<file path="src/sv/bsp_pkg.sv">
`timescale 1ns / 1ps
// Shared widths, defaults and the command/status bundles of the sweep point generator.
// Used by bsp_interp, bsp_ctrl, bsp_dpath and boustrophedon_sweep_points.
package bsp_pkg;

    localparam int COORD_W       = 32;
    localparam int SPACING_W     = 31;
    localparam int MAX_LINES_DEF = 32;
    localparam int MAG_W         = COORD_W + 1;
    localparam int HALF_W        = COORD_W / 2;
    localparam int PROD_W        = COORD_W + MAG_W;
    localparam int QUO_W         = COORD_W + 1;
    localparam int DIV_CNT_W     = $clog2(QUO_W);

    localparam logic [SPACING_W-1:0] SPACING_RESET = SPACING_W'(65536);

    typedef struct packed {
        logic load;
        logic init;
        logic start;
        logic emit;
        logic advance;
    } t_cmd;

    typedef struct packed {
        logic bad;
        logic done;
        logic out_free;
        logic last_pt;
    } t_sts;

endpackage

</file>
<file path="src/sv/bsp_interp.sv">
`timescale 1ns / 1ps
// Iterative interpolator: a + round((b - a) * dx / w) with a split multiply and a
// restoring divider that retires one quotient bit per cycle. Depends on bsp_pkg.
module bsp_interp
    import bsp_pkg::*;
(
    input  logic                      i_clk,
    input  logic                      i_rst_n,
    input  logic                      i_start,
    input  logic signed [COORD_W-1:0] i_a,
    input  logic signed [COORD_W-1:0] i_b,
    input  logic        [COORD_W-1:0] i_dx,
    input  logic        [COORD_W-1:0] i_w,
    output logic                      o_done,
    output logic        [COORD_W-1:0] o_y
);

    typedef enum logic [2:0] {
        P_IDLE,
        P_MLO,
        P_MHI,
        P_SUM,
        P_DIV,
        P_RND
    } t_phase;

    t_phase                r_phase;
    logic                  r_done;
    logic [DIV_CNT_W-1:0]  r_cnt;

    logic                  r_neg;
    logic [COORD_W-1:0]    r_a;
    logic [MAG_W-1:0]      r_m;
    logic [COORD_W-1:0]    r_dx;
    logic [COORD_W-1:0]    r_w;
    logic [MAG_W+HALF_W-1:0] r_plo;
    logic [MAG_W+HALF_W-1:0] r_phi;
    logic [COORD_W-1:0]    r_rem;
    logic [QUO_W-1:0]      r_dvd;
    logic [QUO_W-1:0]      r_quo;
    logic [COORD_W-1:0]    r_y;

    logic [MAG_W-1:0]      s_diff;
    logic [PROD_W-1:0]     s_prod;
    logic [COORD_W:0]      s_trial;
    logic                  s_ge;
    logic                  s_round;
    logic [COORD_W+1:0]    s_mag;
    logic [COORD_W+1:0]    s_ext_a;
    logic [COORD_W+1:0]    s_y;

    always_comb begin
        s_diff  = {i_b[COORD_W-1], i_b} - {i_a[COORD_W-1], i_a};
        s_prod  = {{HALF_W{1'b0}}, r_plo} + {r_phi, {HALF_W{1'b0}}};
        s_trial = {r_rem, r_dvd[QUO_W-1]};
        s_ge    = s_trial >= {1'b0, r_w};
        s_round = {r_rem, 1'b0} >= {1'b0, r_w};
        s_mag   = {1'b0, r_quo} + (COORD_W+2)'(s_round);
        s_ext_a = {{2{r_a[COORD_W-1]}}, r_a};
        s_y     = r_neg ? s_ext_a - s_mag : s_ext_a + s_mag;
    end

    always_ff @(posedge i_clk) begin
        if (!i_rst_n) begin
            r_phase <= P_IDLE;
            r_done  <= 1'b0;
            r_cnt   <= '0;
        end else begin
            r_done <= 1'b0;
            case (r_phase)
                P_IDLE: begin
                    if (i_start) begin
                        r_phase <= P_MLO;
                    end
                end
                P_MLO: r_phase <= P_MHI;
                P_MHI: r_phase <= P_SUM;
                P_SUM: begin
                    r_cnt   <= '0;
                    r_phase <= P_DIV;
                end
                P_DIV: begin
                    r_cnt <= r_cnt + 1'b1;
                    if (r_cnt == DIV_CNT_W'(QUO_W - 1)) begin
                        r_phase <= P_RND;
                    end
                end
                P_RND: begin
                    r_done  <= 1'b1;
                    r_phase <= P_IDLE;
                end
                default: r_phase <= P_IDLE;
            endcase
        end
    end

    always_ff @(posedge i_clk) begin
        case (r_phase)
            P_IDLE: begin
                if (i_start) begin
                    r_neg <= s_diff[MAG_W-1];
                    r_m   <= s_diff[MAG_W-1] ? (MAG_W)'(-s_diff) : s_diff;
                    r_a   <= i_a;
                    r_dx  <= i_dx;
                    r_w   <= i_w;
                end
            end
            P_MLO: r_plo <= r_m * r_dx[HALF_W-1:0];
            P_MHI: r_phi <= r_m * r_dx[COORD_W-1:HALF_W];
            P_SUM: begin
                r_rem <= s_prod[PROD_W-1:QUO_W];
                r_dvd <= s_prod[QUO_W-1:0];
            end
            P_DIV: begin
                r_rem <= s_ge ? COORD_W'(s_trial - {1'b0, r_w}) : s_trial[COORD_W-1:0];
                r_quo <= {r_quo[QUO_W-2:0], s_ge};
                r_dvd <= {r_dvd[QUO_W-2:0], 1'b0};
            end
            P_RND: r_y <= s_y[COORD_W-1:0];
            default: ;
        endcase
    end

    assign o_done = r_done;
    assign o_y    = r_y;

endmodule

</file>
<file path="src/sv/bsp_dpath.sv">
`timescale 1ns / 1ps
// Datapath: spacing register, cell registers, line and point counters, operand
// selection for the interpolator and the output register. Depends on bsp_pkg, bsp_interp.
module bsp_dpath
    import bsp_pkg::*;
#(
    parameter int MAX_LINES = MAX_LINES_DEF
) (
    input  logic                      i_clk,
    input  logic                      i_rst_n,
    input  logic                      i_cfg_we,
    input  logic [SPACING_W-1:0]      i_cfg_wdata,
    input  logic [6*COORD_W-1:0]      i_cell,
    input  t_cmd                      i_cmd,
    output t_sts                      o_sts,
    input  logic                      i_out_ready,
    output logic                      o_out_valid,
    output logic [2*COORD_W-1:0]      o_out_data,
    output logic                      o_out_last,
    output logic [1:0]                o_out_user
);

    localparam int LineW = (MAX_LINES > 1) ? $clog2(MAX_LINES) : 1;
    localparam int ClipW = SPACING_W + $clog2(MAX_LINES + 1);

    logic [SPACING_W-1:0] r_spacing;
    logic [COORD_W-1:0]   r_clx;
    logic [COORD_W-1:0]   r_cly;
    logic [COORD_W-1:0]   r_cry;
    logic [COORD_W-1:0]   r_fly;
    logic [COORD_W-1:0]   r_fry;
    logic [COORD_W:0]     r_w;
    logic [COORD_W-1:0]   r_dx;
    logic [LineW-1:0]     r_line;
    logic                 r_pt;
    logic                 r_bad;
    logic                 r_clip;

    logic                 r_out_valid;
    logic [COORD_W-1:0]   r_out_x;
    logic [COORD_W-1:0]   r_out_y;
    logic                 r_out_last;
    logic                 r_out_bad;
    logic                 r_out_clip;

    logic                 s_bad;
    logic                 s_clip;
    logic [ClipW-1:0]     s_span;
    logic [COORD_W:0]     s_next_dx;
    logic                 s_final;
    logic                 s_last_pt;
    logic                 s_sel_ceil;
    logic [COORD_W-1:0]   s_a;
    logic [COORD_W-1:0]   s_b;
    logic                 s_done;
    logic [COORD_W-1:0]   s_y;

    always_comb begin
        s_bad      = r_w[COORD_W] || (r_w == '0) || (r_spacing == '0);
        s_span     = ClipW'(r_spacing) * ClipW'(MAX_LINES);
        s_clip     = s_span <= ClipW'(r_w[COORD_W-1:0]);
        s_next_dx  = {1'b0, r_dx} + (COORD_W+1)'(r_spacing);
        s_final    = (r_line == LineW'(MAX_LINES - 1)) || (s_next_dx > {1'b0, r_w[COORD_W-1:0]});
        s_last_pt  = r_bad || (r_pt && s_final);
        s_sel_ceil = ~(r_line[0] ^ r_pt);
        s_a        = s_sel_ceil ? r_cly : r_fly;
        s_b        = s_sel_ceil ? r_cry : r_fry;
    end

    bsp_interp u_interp (
        .i_clk   (i_clk),
        .i_rst_n (i_rst_n),
        .i_start (i_cmd.start),
        .i_a     (s_a),
        .i_b     (s_b),
        .i_dx    (r_dx),
        .i_w     (r_w[COORD_W-1:0]),
        .o_done  (s_done),
        .o_y     (s_y)
    );

    always_ff @(posedge i_clk) begin
        if (!i_rst_n) begin
            r_spacing <= SPACING_RESET;
        end else if (i_cfg_we) begin
            r_spacing <= i_cfg_wdata;
        end
    end

    always_ff @(posedge i_clk) begin
        if (i_cmd.load) begin
            r_clx <= i_cell[0*COORD_W +: COORD_W];
            r_cly <= i_cell[1*COORD_W +: COORD_W];
            r_cry <= i_cell[3*COORD_W +: COORD_W];
            r_fly <= i_cell[4*COORD_W +: COORD_W];
            r_fry <= i_cell[5*COORD_W +: COORD_W];
            r_w   <= {i_cell[3*COORD_W-1], i_cell[2*COORD_W +: COORD_W]}
                   - {i_cell[COORD_W-1], i_cell[0 +: COORD_W]};
        end
        if (i_cmd.init) begin
            r_bad  <= s_bad;
            r_clip <= !s_bad && s_clip;
            r_dx   <= '0;
            r_line <= '0;
            r_pt   <= 1'b0;
        end else if (i_cmd.advance) begin
            if (!r_pt) begin
                r_pt <= 1'b1;
            end else begin
                r_pt   <= 1'b0;
                r_line <= r_line + 1'b1;
                r_dx   <= s_next_dx[COORD_W-1:0];
            end
        end
        if (i_cmd.emit) begin
            r_out_x    <= r_bad ? '0 : r_clx + r_dx;
            r_out_y    <= r_bad ? '0 : s_y;
            r_out_last <= s_last_pt;
            r_out_bad  <= r_bad;
            r_out_clip <= r_clip;
        end
    end

    always_ff @(posedge i_clk) begin
        if (!i_rst_n) begin
            r_out_valid <= 1'b0;
        end else if (i_cmd.emit) begin
            r_out_valid <= 1'b1;
        end else if (i_out_ready) begin
            r_out_valid <= 1'b0;
        end
    end

    always_comb begin
        o_sts.bad      = s_bad;
        o_sts.done     = s_done;
        o_sts.out_free = !r_out_valid || i_out_ready;
        o_sts.last_pt  = s_last_pt;
    end

    assign o_out_valid = r_out_valid;
    assign o_out_data  = {r_out_y, r_out_x};
    assign o_out_last  = r_out_last;
    assign o_out_user  = {r_out_clip, r_out_bad};

endmodule

</file>
<file path="src/sv/bsp_ctrl.sv">
`timescale 1ns / 1ps
// Controller: sequences loading, checking, one interpolation per point of a valid cell and output.
// Depends on bsp_pkg.
module bsp_ctrl
    import bsp_pkg::*;
(
    input  logic i_clk,
    input  logic i_rst_n,
    input  logic i_in_valid,
    output logic o_in_ready,
    input  t_sts i_sts,
    output t_cmd o_cmd
);

    typedef enum logic [2:0] {
        S_IDLE,
        S_CHECK,
        S_RUN,
        S_WAIT,
        S_EMIT
    } t_state;

    t_state r_state;
    t_state n_state;

    always_comb begin
        n_state = r_state;
        o_cmd   = '0;
        case (r_state)
            S_IDLE: begin
                if (i_in_valid) begin
                    o_cmd.load = 1'b1;
                    n_state    = S_CHECK;
                end
            end
            S_CHECK: begin
                o_cmd.init = 1'b1;
                n_state    = i_sts.bad ? S_EMIT : S_RUN;
            end
            S_RUN: begin
                o_cmd.start = 1'b1;
                n_state     = S_WAIT;
            end
            S_WAIT: begin
                if (i_sts.done) begin
                    n_state = S_EMIT;
                end
            end
            S_EMIT: begin
                if (i_sts.out_free) begin
                    o_cmd.emit = 1'b1;
                    if (i_sts.last_pt) begin
                        n_state = S_IDLE;
                    end else begin
                        o_cmd.advance = 1'b1;
                        n_state       = S_RUN;
                    end
                end
            end
            default: n_state = S_IDLE;
        endcase
    end

    always_ff @(posedge i_clk) begin
        if (!i_rst_n) begin
            r_state <= S_IDLE;
        end else begin
            r_state <= n_state;
        end
    end

    assign o_in_ready = (r_state == S_IDLE);

endmodule

</file>
<file path="src/sv/boustrophedon_sweep_points.sv">
`timescale 1ns / 1ps
// Top level of the sweep point generator: controller, datapath and the stream ports.
// Depends on bsp_pkg, bsp_ctrl, bsp_dpath.
//
//  channel   direction  width  content
//  s_axis    in         192    one trapezoid cell
//  m_axis    out        64+1+2 one path point, last flag, bad/clipped flags
//  cfg       in         31     sweep spacing, unsigned Q15.16
//
// A cell gives 2 points per sweep line, up to 2*MAX_LINES points, or one point if rejected.
// Each point is computed in turn by the interpolator, whose divide runs in 33 steps.
// Reset is synchronous and active low; the spacing returns to 1.0.
// A stalled output holds the pipeline; a new cell is taken while the last point waits.
module boustrophedon_sweep_points
    import bsp_pkg::*;
#(
    parameter int MAX_LINES = MAX_LINES_DEF
) (
    input  logic                   i_clk,
    input  logic                   i_rst_n,
    input  logic                   i_cfg_we,
    input  logic [SPACING_W-1:0]   i_cfg_wdata,
    input  logic                   s_axis_tvalid,
    output logic                   s_axis_tready,
    // ceil_left_x, ceil_left_y, ceil_right_x, ceil_right_y, floor_left_y, floor_right_y
    input  logic [6*COORD_W-1:0]   s_axis_tdata,
    output logic                   m_axis_tvalid,
    input  logic                   m_axis_tready,
    // point_x, point_y
    output logic [2*COORD_W-1:0]   m_axis_tdata,
    output logic                   m_axis_tlast,
    // bad_cell, clipped
    output logic [1:0]             m_axis_tuser
);

    t_cmd s_cmd;
    t_sts s_sts;

    bsp_ctrl u_ctrl (
        .i_clk      (i_clk),
        .i_rst_n    (i_rst_n),
        .i_in_valid (s_axis_tvalid),
        .o_in_ready (s_axis_tready),
        .i_sts      (s_sts),
        .o_cmd      (s_cmd)
    );

    bsp_dpath #(
        .MAX_LINES (MAX_LINES)
    ) u_dpath (
        .i_clk       (i_clk),
        .i_rst_n     (i_rst_n),
        .i_cfg_we    (i_cfg_we),
        .i_cfg_wdata (i_cfg_wdata),
        .i_cell      (s_axis_tdata),
        .i_cmd       (s_cmd),
        .o_sts       (s_sts),
        .i_out_ready (m_axis_tready),
        .o_out_valid (m_axis_tvalid),
        .o_out_data  (m_axis_tdata),
        .o_out_last  (m_axis_tlast),
        .o_out_user  (m_axis_tuser)
    );

`ifndef SYNTHESIS
    a_busy_after_accept: assert property (@(posedge i_clk) disable iff (!i_rst_n)
        s_axis_tvalid && s_axis_tready |=> !s_axis_tready)
        else $error("input taken while a cell is in progress");

    a_bad_is_single: assert property (@(posedge i_clk) disable iff (!i_rst_n)
        m_axis_tvalid && m_axis_tuser[0] |-> m_axis_tlast && (m_axis_tdata == '0))
        else $error("rejected cell result is not a single zero point");

    a_bad_not_clipped: assert property (@(posedge i_clk) disable iff (!i_rst_n)
        m_axis_tvalid && m_axis_tuser[0] |-> !m_axis_tuser[1])
        else $error("rejected cell flagged as clipped");

    a_emit_needs_room: assert property (@(posedge i_clk) disable iff (!i_rst_n)
        s_cmd.emit |-> s_sts.out_free)
        else $error("point written over an unaccepted result");
`endif

endmodule

</file>
<file path="config.mk">
export PLATFORM = sky130hd
export DESIGN_NAME = boustrophedon_sweep_points
export DESIGN_NICKNAME = d
export VERILOG_FILES = /design/src/sv/bsp_pkg.sv /design/src/sv/bsp_interp.sv /design/src/sv/bsp_dpath.sv /design/src/sv/bsp_ctrl.sv /design/src/sv/boustrophedon_sweep_points.sv
export SDC_FILE = /design/constraint.sdc
export NUM_CORES = 2
export LEC_CHECK = 0
export BUFFER_PORTS_ARGS = -buffer_cell sky130_fd_sc_hd__buf_2
export CORE_MARGIN = 2
export CORE_UTILIZATION = 35
export DETAILED_ROUTE_END_ITERATION = 10
export PLACE_DENSITY_LB_ADDON = 0.08
export SLEW_MARGIN = 10
export SYNTH_ARGS = -nofsm -noshare
export SYNTH_HDL_FRONTEND = slang
export SYNTH_HIERARCHICAL = 1
export SYNTH_SLANG_ARGS = --single-unit
</file>
<file path="constraint.sdc">
create_clock -name i_clk -period 18.13 [get_ports i_clk]
set_input_delay 0.9065 -clock i_clk [delete_from_list [all_inputs] [get_ports i_clk]]
set_output_delay 0.9065 -clock i_clk [all_outputs]
set_load 0.01 [all_outputs]
</file>
==> flow_summary_export.csv <==
group,metric,value,unit
worst_setup_path,cp.arrival,8.35,ns
sta,post-route-period-util,43.49,%
global_routing,antenna_found_initial,17,
worst_setup_path,crit_path_frequent_cell,"ha_1",
detailed_routing,highest_layer,"met5",
worst_setup_path,max_stage_delay,0.50,ns
floorplan,rows,166,
finish,post_route_cells_drive_above_1_share,8.931,%
detailed_routing,wl_met3,10.70,mm
detailed_routing,drt_first_pass_iters,5,
clock_network,cts_hold_buf,0,
detailed_routing,wl_per_cell,21.65,um
clock_network,clock_sinks,702,
logic_synthesis,synthCells,7254,
floorplan,die_h,456.4,um
logic_synthesis,yosys_register_bits,702,
worst_setup_path,slowest_stage,"nand3_1",
place,post-place-ws,10.42,ns
logic_synthesis,synthTopCellsByArea,"edfxtp_1 (26%), fa_1 (24%), ha_1 (9.3%)",
detailed_routing,wl_met1,102.9,mm
detailed_routing,drt-initial-drc-count,3456,
logic_synthesis,synth_area,71630,um2
global_routing,grt_max_degree,72,
detailed_routing,routed_wl,220.7,mm
clock_network,cts_resized,0,
logic_synthesis,synth_area_per_cell,9.875,um2
worst_setup_path,cpLargestDelayFamily,"compound AO/OA/AOI/OAI gates",
logic_synthesis,yosys.area.top_type_share,25.95,%
sta,max_freq,126.8,MHz
sta,hold_viol,0,
floorplan,dieArea,208300,um2
logic_synthesis,ys_types,102,
logic_synthesis,syn_nets,8884,
floorplan,start_util,35.12,%
detailed_routing,met2_length,101.5,mm
sta,worstMarginPinSlew,1.145,ns
worst_setup_path,cp_num_buf_inv,0,
logic_synthesis,synth_common_cells,"nand2_1 (1075), inv_1 (1015), fa_1 (871)",
detailed_routing,drc,0,
sta,setup_tns,0,ns
finish,nNetsFinal,9056,
job,drv_cap,0,
logic_synthesis,dominantRegCellSynth,"edfxtp_1",
sta,finalWorstPathRequiredPeriod,7.886,ns
logic_synthesis,yosysSeqAreaShare,28.27,%
global_routing,grt_pass1_wl,337.8,mm
worst_setup_path,crit_type,"register to register",
floorplan,core-area,204000,um2
sta,relSlewSlack,23.10,%
worst_setup_path,crit_fanout,6,
floorplan,ioPinCount,297,
floorplan,die_x,456.4,um
logic_synthesis,synth.most_common_cell,"nand2_1",
min_path,hold_path.class,"primary input to register",
sta,drv_slew,0,
sta,fin_skew,0.04479,ns
logic_synthesis,synth_edf_count,619,
logic_synthesis,yosysWarnings,6,
clock_network,htreeDepth,3,
worst_setup_path,required,18.59,ns
finish,area_delta_synth_final,10.51,%
clock_network,cts_tree,"built",
detailed_routing,via_per_inst,5.117,
worst_setup_path,end_kind,"register",
place,dp_hpwl,169.0,mm
detailed_routing,vias,52160,
global_routing,grt_pass1_vias,53980,
outcome,outcome,"finished, final reports clean",
sta,setup_violations,0,
logic_synthesis,async_flop_share,0,%
clock_network,cts_setup_buffers,0,
clock_network,clock-root-buffer,"clkbuf_16",
worst_setup_path,start_kind,"register",
sta,rsz0062_at_grt,"no",
global_routing,grt-ovfl-total,0,
clock_network,clkTransAtPathRegs,0.06,ns
place,gp_congestion,0.9088,
clock_network,cts_buffers,90,
clock_network,clock_path_buffers,3,
sta,finalWorstSetupSlack,10.24,ns
clock_network,clk_latency,0.74,ns
detailed_routing,postRouteAntennaNets,0,
place,io_buffer_count,296,
logic_synthesis,synth_largest_area_cell,"edfxtp_1",
global_routing,grt_use_total,21.21,%
## worst reg2reg max path, delay by kind of cell, from the launching register on
family,cells,cell delay (ns)
AOI/OAI and AO/OA,15,3.02
and+or+nand+nor,10,2.08
adders and majority gates,4,1.47
DFF,1,0.41
xor gates and xnor gates,2,0.33
muxes,1,0.31
## metrics by stage
stage	hold slack, ns	util (%)	std cells	cell area [um2]
6_report	0.3524	38.81	10190	79160
3_5_place_dp	0.4321	37.26	10020	76000
3_3_place_gp	0.4288	37.26	10020	76000
5_1_grt	0.3112	38.81	10190	79160
2_1_floorplan	0.4003	-	7254	71630
4_1_cts	0.2789	38.81	10190	79150
## layout make-up
cell class | count | area (um2)
fill | 20520 | 124800
multi-input combinational | 5229 | 46420
sequential | 702 | 20250
inverter | 1018 | 3824
tap | 2688 | 3363
clock buffer | 103 | 2375
timing repair buffer | 385 | 2150
clock inverter | 65 | 770.7
antenna | 4 | 10.01
## routing by layer
layer / track usage (%) / vias up
li1: - / 24290
met2: 34.13 / 1177
met4: 5.587 / 16
met1: 29.88 / 26470
met5: 0 / -
met3: 3.028 / 214
## cell usage in the layout (no fill, tap or decap), types with 134 or more instances in the layout
cell type and count:
xnor2_1 253, ha_1 531, a21o_1 176, edfxtp_1 619, o21ai_0 189, nand2_1 1073, fa_1 871, a21oi_1 338
buf_2 296, and2_1 312, xor2_1 134, nor2_1 263, inv_1 1015
## state kept, by name, summed over array words and instances (netlist names), 33 cells and up
| signal | count |
|---|---|
| u_dpath/r_w | 33 |
| u_dpath/u_interp/r_dvd | 33 |
| u_dpath/u_interp/r_m | 33 |
| u_dpath/u_interp/r_phi | 49 |
| u_dpath/u_interp/r_plo | 49 |
## final timing paths
| kind | start | to | slack [ns] | depth (start not counted) |
|---|---|---|---|---|
| hold reg to reg | u_dpath/r_clip$_DFFE_PP_ | u_dpath/r_out_clip$_DFFE_PP_ | 0.44 | 0 |
| setup / recovery | u_dpath/u_interp/r_rem[1]$_DFFE_PP_ | u_dpath/u_interp/o_y[30]$_DFFE_PP_ | 10.24 | 32 |
| hold / removal | s_axis_tdata[6] | u_dpath/r_clx[6]$_DFFE_PP_ | 0.35 | 1 |
| setup reg to reg | u_dpath/u_interp/r_rem[1]$_DFFE_PP_ | u_dpath/u_interp/o_y[30]$_DFFE_PP_ | 10.24 | 32 |
## kinds of logic (layout without fill, tap and decap cells)
family          after synthesis  in the layout  synth area share, %
compound gates             1090           1090                9.866
xor+xnor                    388            388                4.744
fa+ha+maj                  1402           1402                33.62
buf+inv                    1323           1571                6.985
flops                       702            702                28.27
mux                         130            130                1.937
other cells                   0              4                    0
simple gates               2219           2219                14.58
Power is left out: the tool's default activity adds up to more than one toggle a clock period on the data nets, which glitch-free logic cannot reach.
